$ cat src/rtl/itoar_pkg.sv
// Shared types, constants and the microcode encoding for the integer-to-ASCII converter.
`timescale 1ns / 1ps

package itoar_pkg;

	localparam int VALUE_WIDTH = 32;
	localparam int ADDR_W = $clog2(VALUE_WIDTH);
	localparam int SP_W = ADDR_W + 1;
	localparam int CNT_W = $clog2(VALUE_WIDTH);
	localparam int PC_W = 4;

	localparam logic [7:0] CH_ZERO = 8'h30;
	localparam logic [7:0] CH_UPPER_A = 8'h41;
	localparam logic [7:0] CH_MINUS = 8'h2D;
	localparam logic [7:0] CH_CR = 8'h0D;
	localparam logic [7:0] CH_LF = 8'h0A;
	localparam logic [7:0] DEFAULT_BASE = 8'd10;

	// Jump conditions.
	localparam logic [2:0] COND_NONE = 3'd0;
	localparam logic [2:0] COND_ALWAYS = 3'd1;
	localparam logic [2:0] COND_IN_IDLE = 3'd2;
	localparam logic [2:0] COND_NOT_NEG = 3'd3;
	localparam logic [2:0] COND_NOT_ZERO = 3'd4;
	localparam logic [2:0] COND_DIV_BUSY = 3'd5;
	localparam logic [2:0] COND_STACK_LEFT = 3'd6;
	localparam logic [2:0] COND_NO_LINE_END = 3'd7;

	// Character selection for an emitting step.
	localparam logic [2:0] CSEL_MINUS = 3'd0;
	localparam logic [2:0] CSEL_ZERO = 3'd1;
	localparam logic [2:0] CSEL_DIGIT = 3'd2;
	localparam logic [2:0] CSEL_CR = 3'd3;
	localparam logic [2:0] CSEL_LF = 3'd4;

	// Last-mark selection.
	localparam logic [1:0] LSEL_NONE = 2'd0;
	localparam logic [1:0] LSEL_DIGIT = 2'd1;
	localparam logic [1:0] LSEL_ALWAYS = 2'd2;

	typedef struct packed {
		logic [VALUE_WIDTH-1:0] value_bits;
		logic                   is_signed;
		logic [7:0]             radix;
		logic                   add_line_end;
	} in_item_t;

	typedef struct packed {
		logic [7:0] character;
		logic       last;
	} out_item_t;

	typedef struct packed {
		logic            accept;
		logic            emit;
		logic [2:0]      char_sel;
		logic [1:0]      last_sel;
		logic            negate;
		logic            div_clr;
		logic            div_step;
		logic            push;
		logic            pop;
		logic [2:0]      cond;
		logic [PC_W-1:0] target;
	} ctrl_t;

	typedef struct packed {
		logic neg;
		logic zero;
		logic div_busy;
		logic stack_left;
		logic line_end;
	} status_t;

	function automatic logic [7:0] digit_char(input logic [7:0] d);
		logic [7:0] ch;
		if (d < 8'd10) begin
			ch = CH_ZERO + d;
		end else begin
			ch = CH_UPPER_A + d - 8'd10;
		end
		return ch;
	endfunction

endpackage

$ cat src/rtl/itoar_seq.sv
// Microcode sequencer: step counter, control store and conditional jumps.
`timescale 1ns / 1ps

module itoar_seq
	import itoar_pkg::*;
(
	input  logic    clk,
	input  logic    arst_n,
	input  logic    in_valid,
	input  logic    out_free,
	input  status_t status,
	output ctrl_t   ctrl,
	output logic    go
);

	logic [PC_W-1:0] pc_q;
	logic            take;

	// Control store.
	always_comb begin
		ctrl = '0;
		unique case (pc_q)
			4'd0: begin
				ctrl.accept = 1'b1;
				ctrl.cond   = COND_IN_IDLE;
				ctrl.target = 4'd0;
			end
			4'd1: begin
				ctrl.cond   = COND_NOT_NEG;
				ctrl.target = 4'd3;
			end
			4'd2: begin
				ctrl.emit     = 1'b1;
				ctrl.char_sel = CSEL_MINUS;
				ctrl.last_sel = LSEL_NONE;
				ctrl.negate   = 1'b1;
			end
			4'd3: begin
				ctrl.cond   = COND_NOT_ZERO;
				ctrl.target = 4'd5;
			end
			4'd4: begin
				ctrl.emit     = 1'b1;
				ctrl.char_sel = CSEL_ZERO;
				ctrl.last_sel = LSEL_DIGIT;
				ctrl.cond     = COND_ALWAYS;
				ctrl.target   = 4'd10;
			end
			4'd5: begin
				ctrl.div_clr = 1'b1;
			end
			4'd6: begin
				ctrl.div_step = 1'b1;
				ctrl.cond     = COND_DIV_BUSY;
				ctrl.target   = 4'd6;
			end
			4'd7: begin
				ctrl.push   = 1'b1;
				ctrl.cond   = COND_NOT_ZERO;
				ctrl.target = 4'd5;
			end
			4'd8: begin
				ctrl.pop = 1'b1;
			end
			4'd9: begin
				ctrl.emit     = 1'b1;
				ctrl.char_sel = CSEL_DIGIT;
				ctrl.last_sel = LSEL_DIGIT;
				ctrl.cond     = COND_STACK_LEFT;
				ctrl.target   = 4'd8;
			end
			4'd10: begin
				ctrl.cond   = COND_NO_LINE_END;
				ctrl.target = 4'd0;
			end
			4'd11: begin
				ctrl.emit     = 1'b1;
				ctrl.char_sel = CSEL_CR;
				ctrl.last_sel = LSEL_NONE;
			end
			4'd12: begin
				ctrl.emit     = 1'b1;
				ctrl.char_sel = CSEL_LF;
				ctrl.last_sel = LSEL_ALWAYS;
				ctrl.cond     = COND_ALWAYS;
				ctrl.target   = 4'd0;
			end
			default: begin
				ctrl.cond   = COND_ALWAYS;
				ctrl.target = 4'd0;
			end
		endcase
	end

	// An emitting step holds until the output register can take the character.
	assign go = !(ctrl.emit && !out_free);

	always_comb begin
		unique case (ctrl.cond)
			COND_NONE:        take = 1'b0;
			COND_ALWAYS:      take = 1'b1;
			COND_IN_IDLE:     take = !in_valid;
			COND_NOT_NEG:     take = !status.neg;
			COND_NOT_ZERO:    take = !status.zero;
			COND_DIV_BUSY:    take = status.div_busy;
			COND_STACK_LEFT:  take = status.stack_left;
			COND_NO_LINE_END: take = !status.line_end;
			default:          take = 1'b0;
		endcase
	end

	always_ff @(posedge clk or negedge arst_n) begin
		if (!arst_n) begin
			pc_q <= '0;
		end else if (go) begin
			pc_q <= take ? ctrl.target : pc_q + 1'b1;
		end
	end

endmodule

$ cat src/rtl/itoar_datapath.sv
// Datapath: operand registers, bit-serial divider and the digit stack.
`timescale 1ns / 1ps

module itoar_datapath
	import itoar_pkg::*;
(
	input  logic       clk,
	input  logic       arst_n,
	input  ctrl_t      ctrl,
	input  logic       go,
	input  logic       in_fire,
	input  in_item_t   in_item,
	output status_t    status,
	output logic [7:0] digit_q
);

	logic [VALUE_WIDTH-1:0] mag_q;
	logic [7:0]             base_q;
	logic [7:0]             rem_q;
	logic                   neg_q;
	logic                   line_end_q;
	logic [CNT_W-1:0]       cnt_q;
	logic [SP_W-1:0]        sp_q;
	logic [7:0]             stack_q [VALUE_WIDTH];
	logic [7:0]             base_in;
	logic [8:0]             trial;
	logic                   qbit;
	logic [SP_W-1:0]        sp_dec;

	assign base_in = (in_item.radix < 8'd2) ? DEFAULT_BASE : in_item.radix;

	// One restoring-division step: shift in the next dividend bit and
	// subtract the base when it fits; the quotient bit shifts into mag_q.
	assign trial = {rem_q, mag_q[VALUE_WIDTH-1]};
	assign qbit = (trial >= {1'b0, base_q});
	assign sp_dec = sp_q - 1'b1;

	always_ff @(posedge clk) begin
		if (in_fire) begin
			mag_q      <= in_item.value_bits;
			base_q     <= base_in;
			neg_q      <= in_item.is_signed && (base_in == DEFAULT_BASE)
				&& in_item.value_bits[VALUE_WIDTH-1];
			line_end_q <= in_item.add_line_end;
		end else if (go && ctrl.negate) begin
			mag_q <= '0 - mag_q;
		end else if (go && ctrl.div_clr) begin
			rem_q <= '0;
		end else if (go && ctrl.div_step) begin
			mag_q <= {mag_q[VALUE_WIDTH-2:0], qbit};
			rem_q <= qbit ? 8'(trial - {1'b0, base_q}) : trial[7:0];
		end
	end

	always_ff @(posedge clk or negedge arst_n) begin
		if (!arst_n) begin
			cnt_q <= '0;
			sp_q  <= '0;
		end else begin
			if (go && ctrl.div_clr) begin
				cnt_q <= '0;
			end else if (go && ctrl.div_step) begin
				cnt_q <= cnt_q + 1'b1;
			end
			if (go && ctrl.push) begin
				sp_q <= sp_q + 1'b1;
			end else if (go && ctrl.pop) begin
				sp_q <= sp_dec;
			end
		end
	end

	// Digits are produced least significant first and popped in reverse.
	always_ff @(posedge clk) begin
		if (go && ctrl.push) begin
			stack_q[sp_q[ADDR_W-1:0]] <= digit_char(rem_q);
		end
		if (go && ctrl.pop) begin
			digit_q <= stack_q[sp_dec[ADDR_W-1:0]];
		end
	end

	assign status.neg        = neg_q;
	assign status.zero       = (mag_q == '0);
	assign status.div_busy   = (cnt_q != CNT_W'(VALUE_WIDTH - 1));
	assign status.stack_left = (sp_q != '0);
	assign status.line_end   = line_end_q;

endmodule

$ cat src/rtl/integer_to_ascii_radix_unit.sv
// Top level of the integer-to-ASCII converter: handshakes, output register and checks.
`timescale 1ns / 1ps

// Converts one 32-bit value per input transfer into its ASCII characters in the
// requested base (0 and 1 select ten), most significant digit first, one output
// transfer per character with the last one marked; base ten with a signed
// negative value gives a leading minus, and the line-end flag appends CR and LF.
// The time a value takes grows with its number of digits, plus any time the output is
// held off by out_ready. It is set by the bit-serial divider, which produces one
// quotient bit per cycle for every digit. A new value is accepted only once the
// previous one has been fully handed on to the output register.
module integer_to_ascii_radix_unit
	import itoar_pkg::*;
(
	input  logic      clk,
	input  logic      arst_n,
	input  logic      in_valid,
	output logic      in_ready,
	input  in_item_t  in_data,
	output logic      out_valid,
	input  logic      out_ready,
	output out_item_t out_data
);

	ctrl_t      ctrl;
	status_t    status;
	logic       go;
	logic       out_free;
	logic       in_fire;
	logic [7:0] digit_q;
	logic       out_valid_q;
	out_item_t  out_q;
	out_item_t  next_out;

	assign in_ready = ctrl.accept;
	assign in_fire  = in_valid && in_ready;
	assign out_free = !out_valid_q || out_ready;

	itoar_seq u_seq (
		.clk      (clk),
		.arst_n   (arst_n),
		.in_valid (in_valid),
		.out_free (out_free),
		.status   (status),
		.ctrl     (ctrl),
		.go       (go)
	);

	itoar_datapath u_dp (
		.clk     (clk),
		.arst_n  (arst_n),
		.ctrl    (ctrl),
		.go      (go),
		.in_fire (in_fire),
		.in_item (in_data),
		.status  (status),
		.digit_q (digit_q)
	);

	always_comb begin
		unique case (ctrl.char_sel)
			CSEL_MINUS: next_out.character = CH_MINUS;
			CSEL_ZERO:  next_out.character = CH_ZERO;
			CSEL_DIGIT: next_out.character = digit_q;
			CSEL_CR:    next_out.character = CH_CR;
			CSEL_LF:    next_out.character = CH_LF;
			default:    next_out.character = CH_ZERO;
		endcase
		unique case (ctrl.last_sel)
			LSEL_NONE:   next_out.last = 1'b0;
			LSEL_DIGIT:  next_out.last = !status.stack_left && !status.line_end;
			LSEL_ALWAYS: next_out.last = 1'b1;
			default:     next_out.last = 1'b0;
		endcase
	end

	always_ff @(posedge clk or negedge arst_n) begin
		if (!arst_n) begin
			out_valid_q <= 1'b0;
		end else if (ctrl.emit && go) begin
			out_valid_q <= 1'b1;
		end else if (out_ready) begin
			out_valid_q <= 1'b0;
		end
	end

	always_ff @(posedge clk) begin
		if (ctrl.emit && go) begin
			out_q <= next_out;
		end
	end

	assign out_valid = out_valid_q;
	assign out_data  = out_q;

	// A character is only loaded when the output register is empty or draining.
	a_no_overwrite: assert property (@(posedge clk) disable iff (!arst_n)
		ctrl.emit && go |-> !out_valid_q || out_ready)
		else $error("output register overwritten before transfer");

	// Every value leaves the digit stack empty before the next is taken.
	a_stack_empty_at_accept: assert property (@(posedge clk) disable iff (!arst_n)
		in_ready |-> !status.stack_left)
		else $error("digit stack not empty when accepting a value");

	// A pop never happens on an empty stack.
	a_pop_nonempty: assert property (@(posedge clk) disable iff (!arst_n)
		ctrl.pop && go |-> status.stack_left)
		else $error("digit stack underflow");

endmodule

$ cat config.mk
export PLATFORM = sky130hd
export DESIGN_NAME = integer_to_ascii_radix_unit
export DESIGN_NICKNAME = d
export VERILOG_FILES = /design/src/rtl/itoar_pkg.sv /design/src/rtl/itoar_seq.sv /design/src/rtl/itoar_datapath.sv /design/src/rtl/integer_to_ascii_radix_unit.sv
export SDC_FILE = /design/constraint.sdc
export NUM_CORES = 1
export LEC_CHECK = 0
export BUFFER_PORTS_ARGS = -buffer_cell sky130_fd_sc_hd__buf_4
export CAP_MARGIN = 20
export CORE_ASPECT_RATIO = 0.6
export CORE_MARGIN = 4
export CORE_UTILIZATION = 30
export CTS_CLUSTER_SIZE = 20
export DETAILED_ROUTE_END_ITERATION = 12
export MAX_ROUTING_LAYER = met4
export PLACE_DENSITY = 0.54
export SLEW_MARGIN = 10
export SYNTH_ARGS = -nofsm -noshare
export SYNTH_HDL_FRONTEND = slang
export SYNTH_SLANG_ARGS = --single-unit
$ cat constraint.sdc
create_clock -name clk -period 5.65 [get_ports clk]
set_clock_uncertainty 0.1 [all_clocks]
set_input_delay 0.2825 -clock clk [delete_from_list [all_inputs] [get_ports clk]]
set_output_delay 0.2825 -clock clk [all_outputs]
set_load 0.02 [all_outputs]
# Word-level counts from Yosys, hierarchy flattened
# Memories as Yosys holds them, arrays and structs flattened. A register that Yosys moved wholly into a read port is not among the register bits.
# Index checks and enable logic that the tools add are counted.
# totals
ff_bits,75
ramBits,256
output_inout_bits,11
elab_cells,115
mem_count,1
# mem_list
name,words,word_bits,rd,rd_ports_with_merged_regs,write_ports,line,text
u_dp.stack_q,32,8,1,1,1,itoar_datapath.sv:24,logic [7:0] stack_q [VALUE_WIDTH];
# op_classes
add_sub_neg,9
magnitude_cmp,3
eq_ne,27
muxes,29
n_bitwise,2
n_reduce_logical,33
# ops
cell,count
$mux W32,4
$pmux W7 S8,1
$mux W8,5
$logic_not A32 Y1,1
$pmux W8 S4,1
$sub A1 B32 Y32 const A,1
$pmux W6 S5,1
$eq A4 B4 Y1 const B,5
$eq A4 B3 Y1 const B,4
$eq A3 B3 Y1 const B,5
$eq A3 B2 Y1 const B,4
$mux W6,2
$logic_and A1 B1 Y1,11
$mux W1,10
$mux W5,2
$ge A9 B8 Y1,1
$add A6 B8 Y8 const A,1
$add A7 B8 Y8 const A,1
$eq A4 B2 Y1 const B,2
$eq A8 B4 Y1 const B,1
$logic_not A1 Y1,8
$lt A8 B2 Y1 const B,1
$lt A8 B4 Y1 const B,1
$pmux W1 S8,1
25 further kinds,29

# Longest topological paths before layout
# depth
ltp_word,10
depth_mapped,11
ltp_nobuf,10

# Modules after synthesis
# From an unflattened synthesis, not the netlist that was laid out.
# unflattened
cells_unflattened,1130
hier_area_um2,15905.3
# modules_own_cells
mod,n_inst,cells_each,area_per_inst_um2,seq_area_each_um2
itoar_datapath,1,999,14722.9,9704.3
itoar_seq,1,91,673.1,100.1
integer_to_ascii_radix_unit,1,40,509.2,295.3

# Worst setup path after synthesis
# Ideal clock, no wire load.
# synth_timing
path_type,register to register
from,reg u_dp.sp_q[0]
to,"reg u_dp.digit_q[7], read port of u_dp.stack_q, data pin"
setup_ps,260
arrival_time_ps,3196
path_slack_ps,2094
stages_incl_launch_ff,10
cell_sequence,dfrtp_1 -> buf_2 -> clkbuf_1 -> inv_1 -> ha_1 -> buf_1 -> clkbuf_1 -> mux4_2 -> mux4_2 -> mux2_2
# synth_between
elab_chain_cells,1
# synth_rtl
element,line,text
from (decl),itoar_datapath.sv:23,logic [SP_W-1:0] sp_q;
from (signal assigned),itoar_datapath.sv:66,sp_q <= sp_q + 1'b1;
from (signal assigned),itoar_datapath.sv:68,sp_q <= sp_dec;
$sub A6 B1 Y6,itoar_datapath.sv:36,assign sp_dec = sp_q - 1'b1;
named net u_dp.sp_dec[0],itoar_datapath.sv:28,logic [SP_W-1:0] sp_dec;
to (decl),itoar_datapath.sv:14,output logic [7:0] digit_q
# The timed path passes the listed nets, and every way through them passes these cells.
# A chain may end at the register's enable or synchronous reset.

# Final worst setup path
# layout_timing
from,reg u_dp.sp_q[0]
to,"reg u_dp.digit_q[6], read port of u_dp.stack_q, data pin"
# Same word-level chain as after synthesis.

==> reports/summary.txt <==
Total congestion overflow after global routing -> 0
Ratio of cells with drive above 1 in the final layout -> 0.2316
Top-level port count -> 57
Area of the die -> 54,660 um^2
Register cell area after layout -> 10,100 um^2
Die Span Y -> 182.7 um
RSZ-0062 raised after global routing -> no
Initial core utilization -> 0.3063
Clock root cell -> clkbuf_16
Total Routing Usage GR -> 0.1375
Setup bufs post-CTS -> 0
Final number of hold-violating endpoints -> 0
Rows -> 63
Final setup vio count -> 0
Number of detailed-routing iterations run before antenna repair -> 5
Result of the run -> complete, no violations
H-tree depth -> 2
Critical Path Start Type -> register
Area of the core -> 49,820 um^2
Worst Path Arrival -> 3.88 ns
Number of global-route vias before repair -> 8,728
Post-layout net count -> 1,174
Final Core Density -> 0.3672
Leading cell types in the layout, fill and taps excluded -> edfxtp_1 (323), mux4_2 (80), nor2_1 (78)
Cell leakage power -> 6.025 nW
Starting DRC count in detailed routing -> 1,069
Pin slew with the least headroom to its limit -> 1.171 ns
Max-slew violations -> 0
Fraction of registers with async set or reset after synthesis -> 0.04720
Period utilization -> 0.6562
Post-synth EDFFs -> 323
Via Count -> 9,203
Post-CTS sizing -> 0
Routed wire length -> 37,090 um
HPWL reported at the end of detailed placement -> 24,950 um
Ant diodes -> 0
Fillcell total -> 4,718
Wire length of the first global-routing pass -> 55,770 um
Pwr Density -> 491.8 nW/um^2
Start-to-end type of the worst setup path -> reg2reg
Relative slew margins -> 0.2162
Count of warnings emitted by yosys -> 0
Largest fanout on the critical path -> 38
Highest ir drop seen on vdd -> 0.2106 mV
Clock-pin transition on the worst setup and hold timing paths -> 0.06 ns
Most common library cell in the layout ignoring fill and taps -> edfxtp_1
Placer Congestion -> 0.8237
X dimension of the die -> 299.2 um
Sequential-to-total area share from yosys stat -> 0.6619
Number of port buffers -> 56
Final routed DRC violation total -> 0
Max capacitance violation total -> 0
Setup slack of the most critical reg-to-reg path -> 1.94 ns
Required time of the worst setup path -> 5.83 ns
Worst hold path type -> in2reg
Synthesized area per cell -> 15.49 um^2
Clock sink total -> 339
Synth-to-layout area growth -> 19.88%
Insertion delay of the later-clocked pin in the worst-skew pair -> 0.52 ns
Mapped Area -> 15,260 um^2
WL per Instance -> 20.50 um
Detail-routed via count per cell -> 5.087
Antenna-violating nets left -> 0
Initial antenna violation count -> 0
Area occupied by multi-input gates -> 4878 um^2
Setup crit end kind -> register
CTS buffer count -> 35
Nets in the synthesized netlist -> 1,057
Hold buffer count at cts -> 45
Bufs on Longest Clock Path -> 3
Distinct cell type count of the synthesized netlist -> 73
Maximum number of pins on one net before global-route repair -> 46
Timing-limited maximum frequency -> 0.2697 GHz
Final min period -> 3.708 ns
Register bit count reported by yosys -> 339
TritonCTS clock tree -> built
Sum of negative setup slack -> 0 ns
Top FF cell, synth -> edfxtp_1
Post-Synthesis Cells -> 985
stage by stage:
stage	cells	setup WS [ns]	total power, mW	hold WS [ns]	area (um^2)
floorplan	985	2.094	5.829	-0.1131	15260
global placement	1688	1.895	6.664	0.06630	16540
detailed placement	1691	1.891	6.702	0.05966	16580
CTS	1798	1.879	9.075	0.02579	18170
global route	1809	1.697	9.476	0.04468	18290
finish	1809	1.942	8.997	0.04757	18290
kinds of logic after synthesis:
kind of cell / after synthesis / share of synthesized area
compound gates: 161 / 0.07027
xor+xnor: 22 / 0.01263
fa+ha+maj: 26 / 0.02181
buf+inv: 86 / 0.02255
flops: 339 / 0.6619
mux: 91 / 0.1259
simple gates: 260 / 0.08495
layout make-up:
cell class | instances | area share
clock buffers | 42 | 0.05048
clock inverters | 20 | 0.01176
inverters | 29 | 0.005951
multi-input cells | 560 | 0.2667
flip-flops and latches | 339 | 0.5523
well taps | 682 | 0.04665
repair buffers | 137 | 0.06614
worst paths after layout:
| kind | depth (start not counted) | endpoint | start |
|---|---|---|---|
| setup / recovery | 6 | u_dp.digit_q[6] | u_dp.sp_q[0] |
| hold / removal | 3 | u_dp.neg_q | in_data[9] |
| setup reg to reg | 6 | u_dp.digit_q[6] | u_dp.sp_q[0] |
| hold reg to reg | 1 | u_dp.sp_q[5] | u_dp.sp_q[5] |
| max in group asynchronous | 2 | u_dp.sp_q[0] | arst_n |
| min in group asynchronous | 2 | u_seq.pc_q[3] | arst_n |
routing by layer:
layer / GRT usage / routed length (um) / vias up
met5: - / 0 / -
met4: 0.02417 / 486 / 0
met3: 0.03187 / 2987 / 48
met2: 0.1693 / 14280 / 331
met1: 0.2249 / 19340 / 4685
li1: - / - / 4139
registers in the layout, indices dropped and copies added (netlist names), 4 cells and up:
| signal | cells |
|---|---|
| u_dp.rem_q | 8 |
| u_dp.cnt_q | 5 |
| u_dp.base_q | 8 |
| u_dp.mag_q | 32 |
| out_data | 9 |
| u_seq.pc_q | 4 |
| u_dp.stack_q | 256 |
| u_dp.sp_q | 6 |
| u_dp.digit_q | 8 |
worst max-delay path, cell delays in order, from the launching register on:
cell     delay [ns]
dfrtp_4        0.75
inv_1          0.21
ha_2           0.92
buf_12         0.34
mux4_2         0.38
mux4_2         0.48
mux2_2         0.27
Yosys cell counts (11+ instances only):
cell type  instances  area share
buf_2             11      0.0036
o21ai_0           34       0.011
xnor2_1           16      0.0092
o211ai_1          13      0.0064
dfrtp_1           16       0.026
ha_1              25       0.020
edfxtp_1         323        0.64
nor2_1            78       0.019
a21oi_1           25      0.0082
nand2_1           76       0.019
clkbuf_1          36      0.0089
nor3_1            24      0.0079
mux4_2            80        0.12
nand3_1           17      0.0056
inv_1             29      0.0071
o21ai_1           14      0.0046
where the power goes:
group / leakage, nW / switching (mW) / internal [mW]
sequential: 3.12 / 0.357 / 3.20
clock: 0.557 / 0.967 / 1.36
combinational: 2.34 / 1.60 / 1.51
total: 6.02 / 2.93 / 6.07
(Power assumes the default switching activity.)
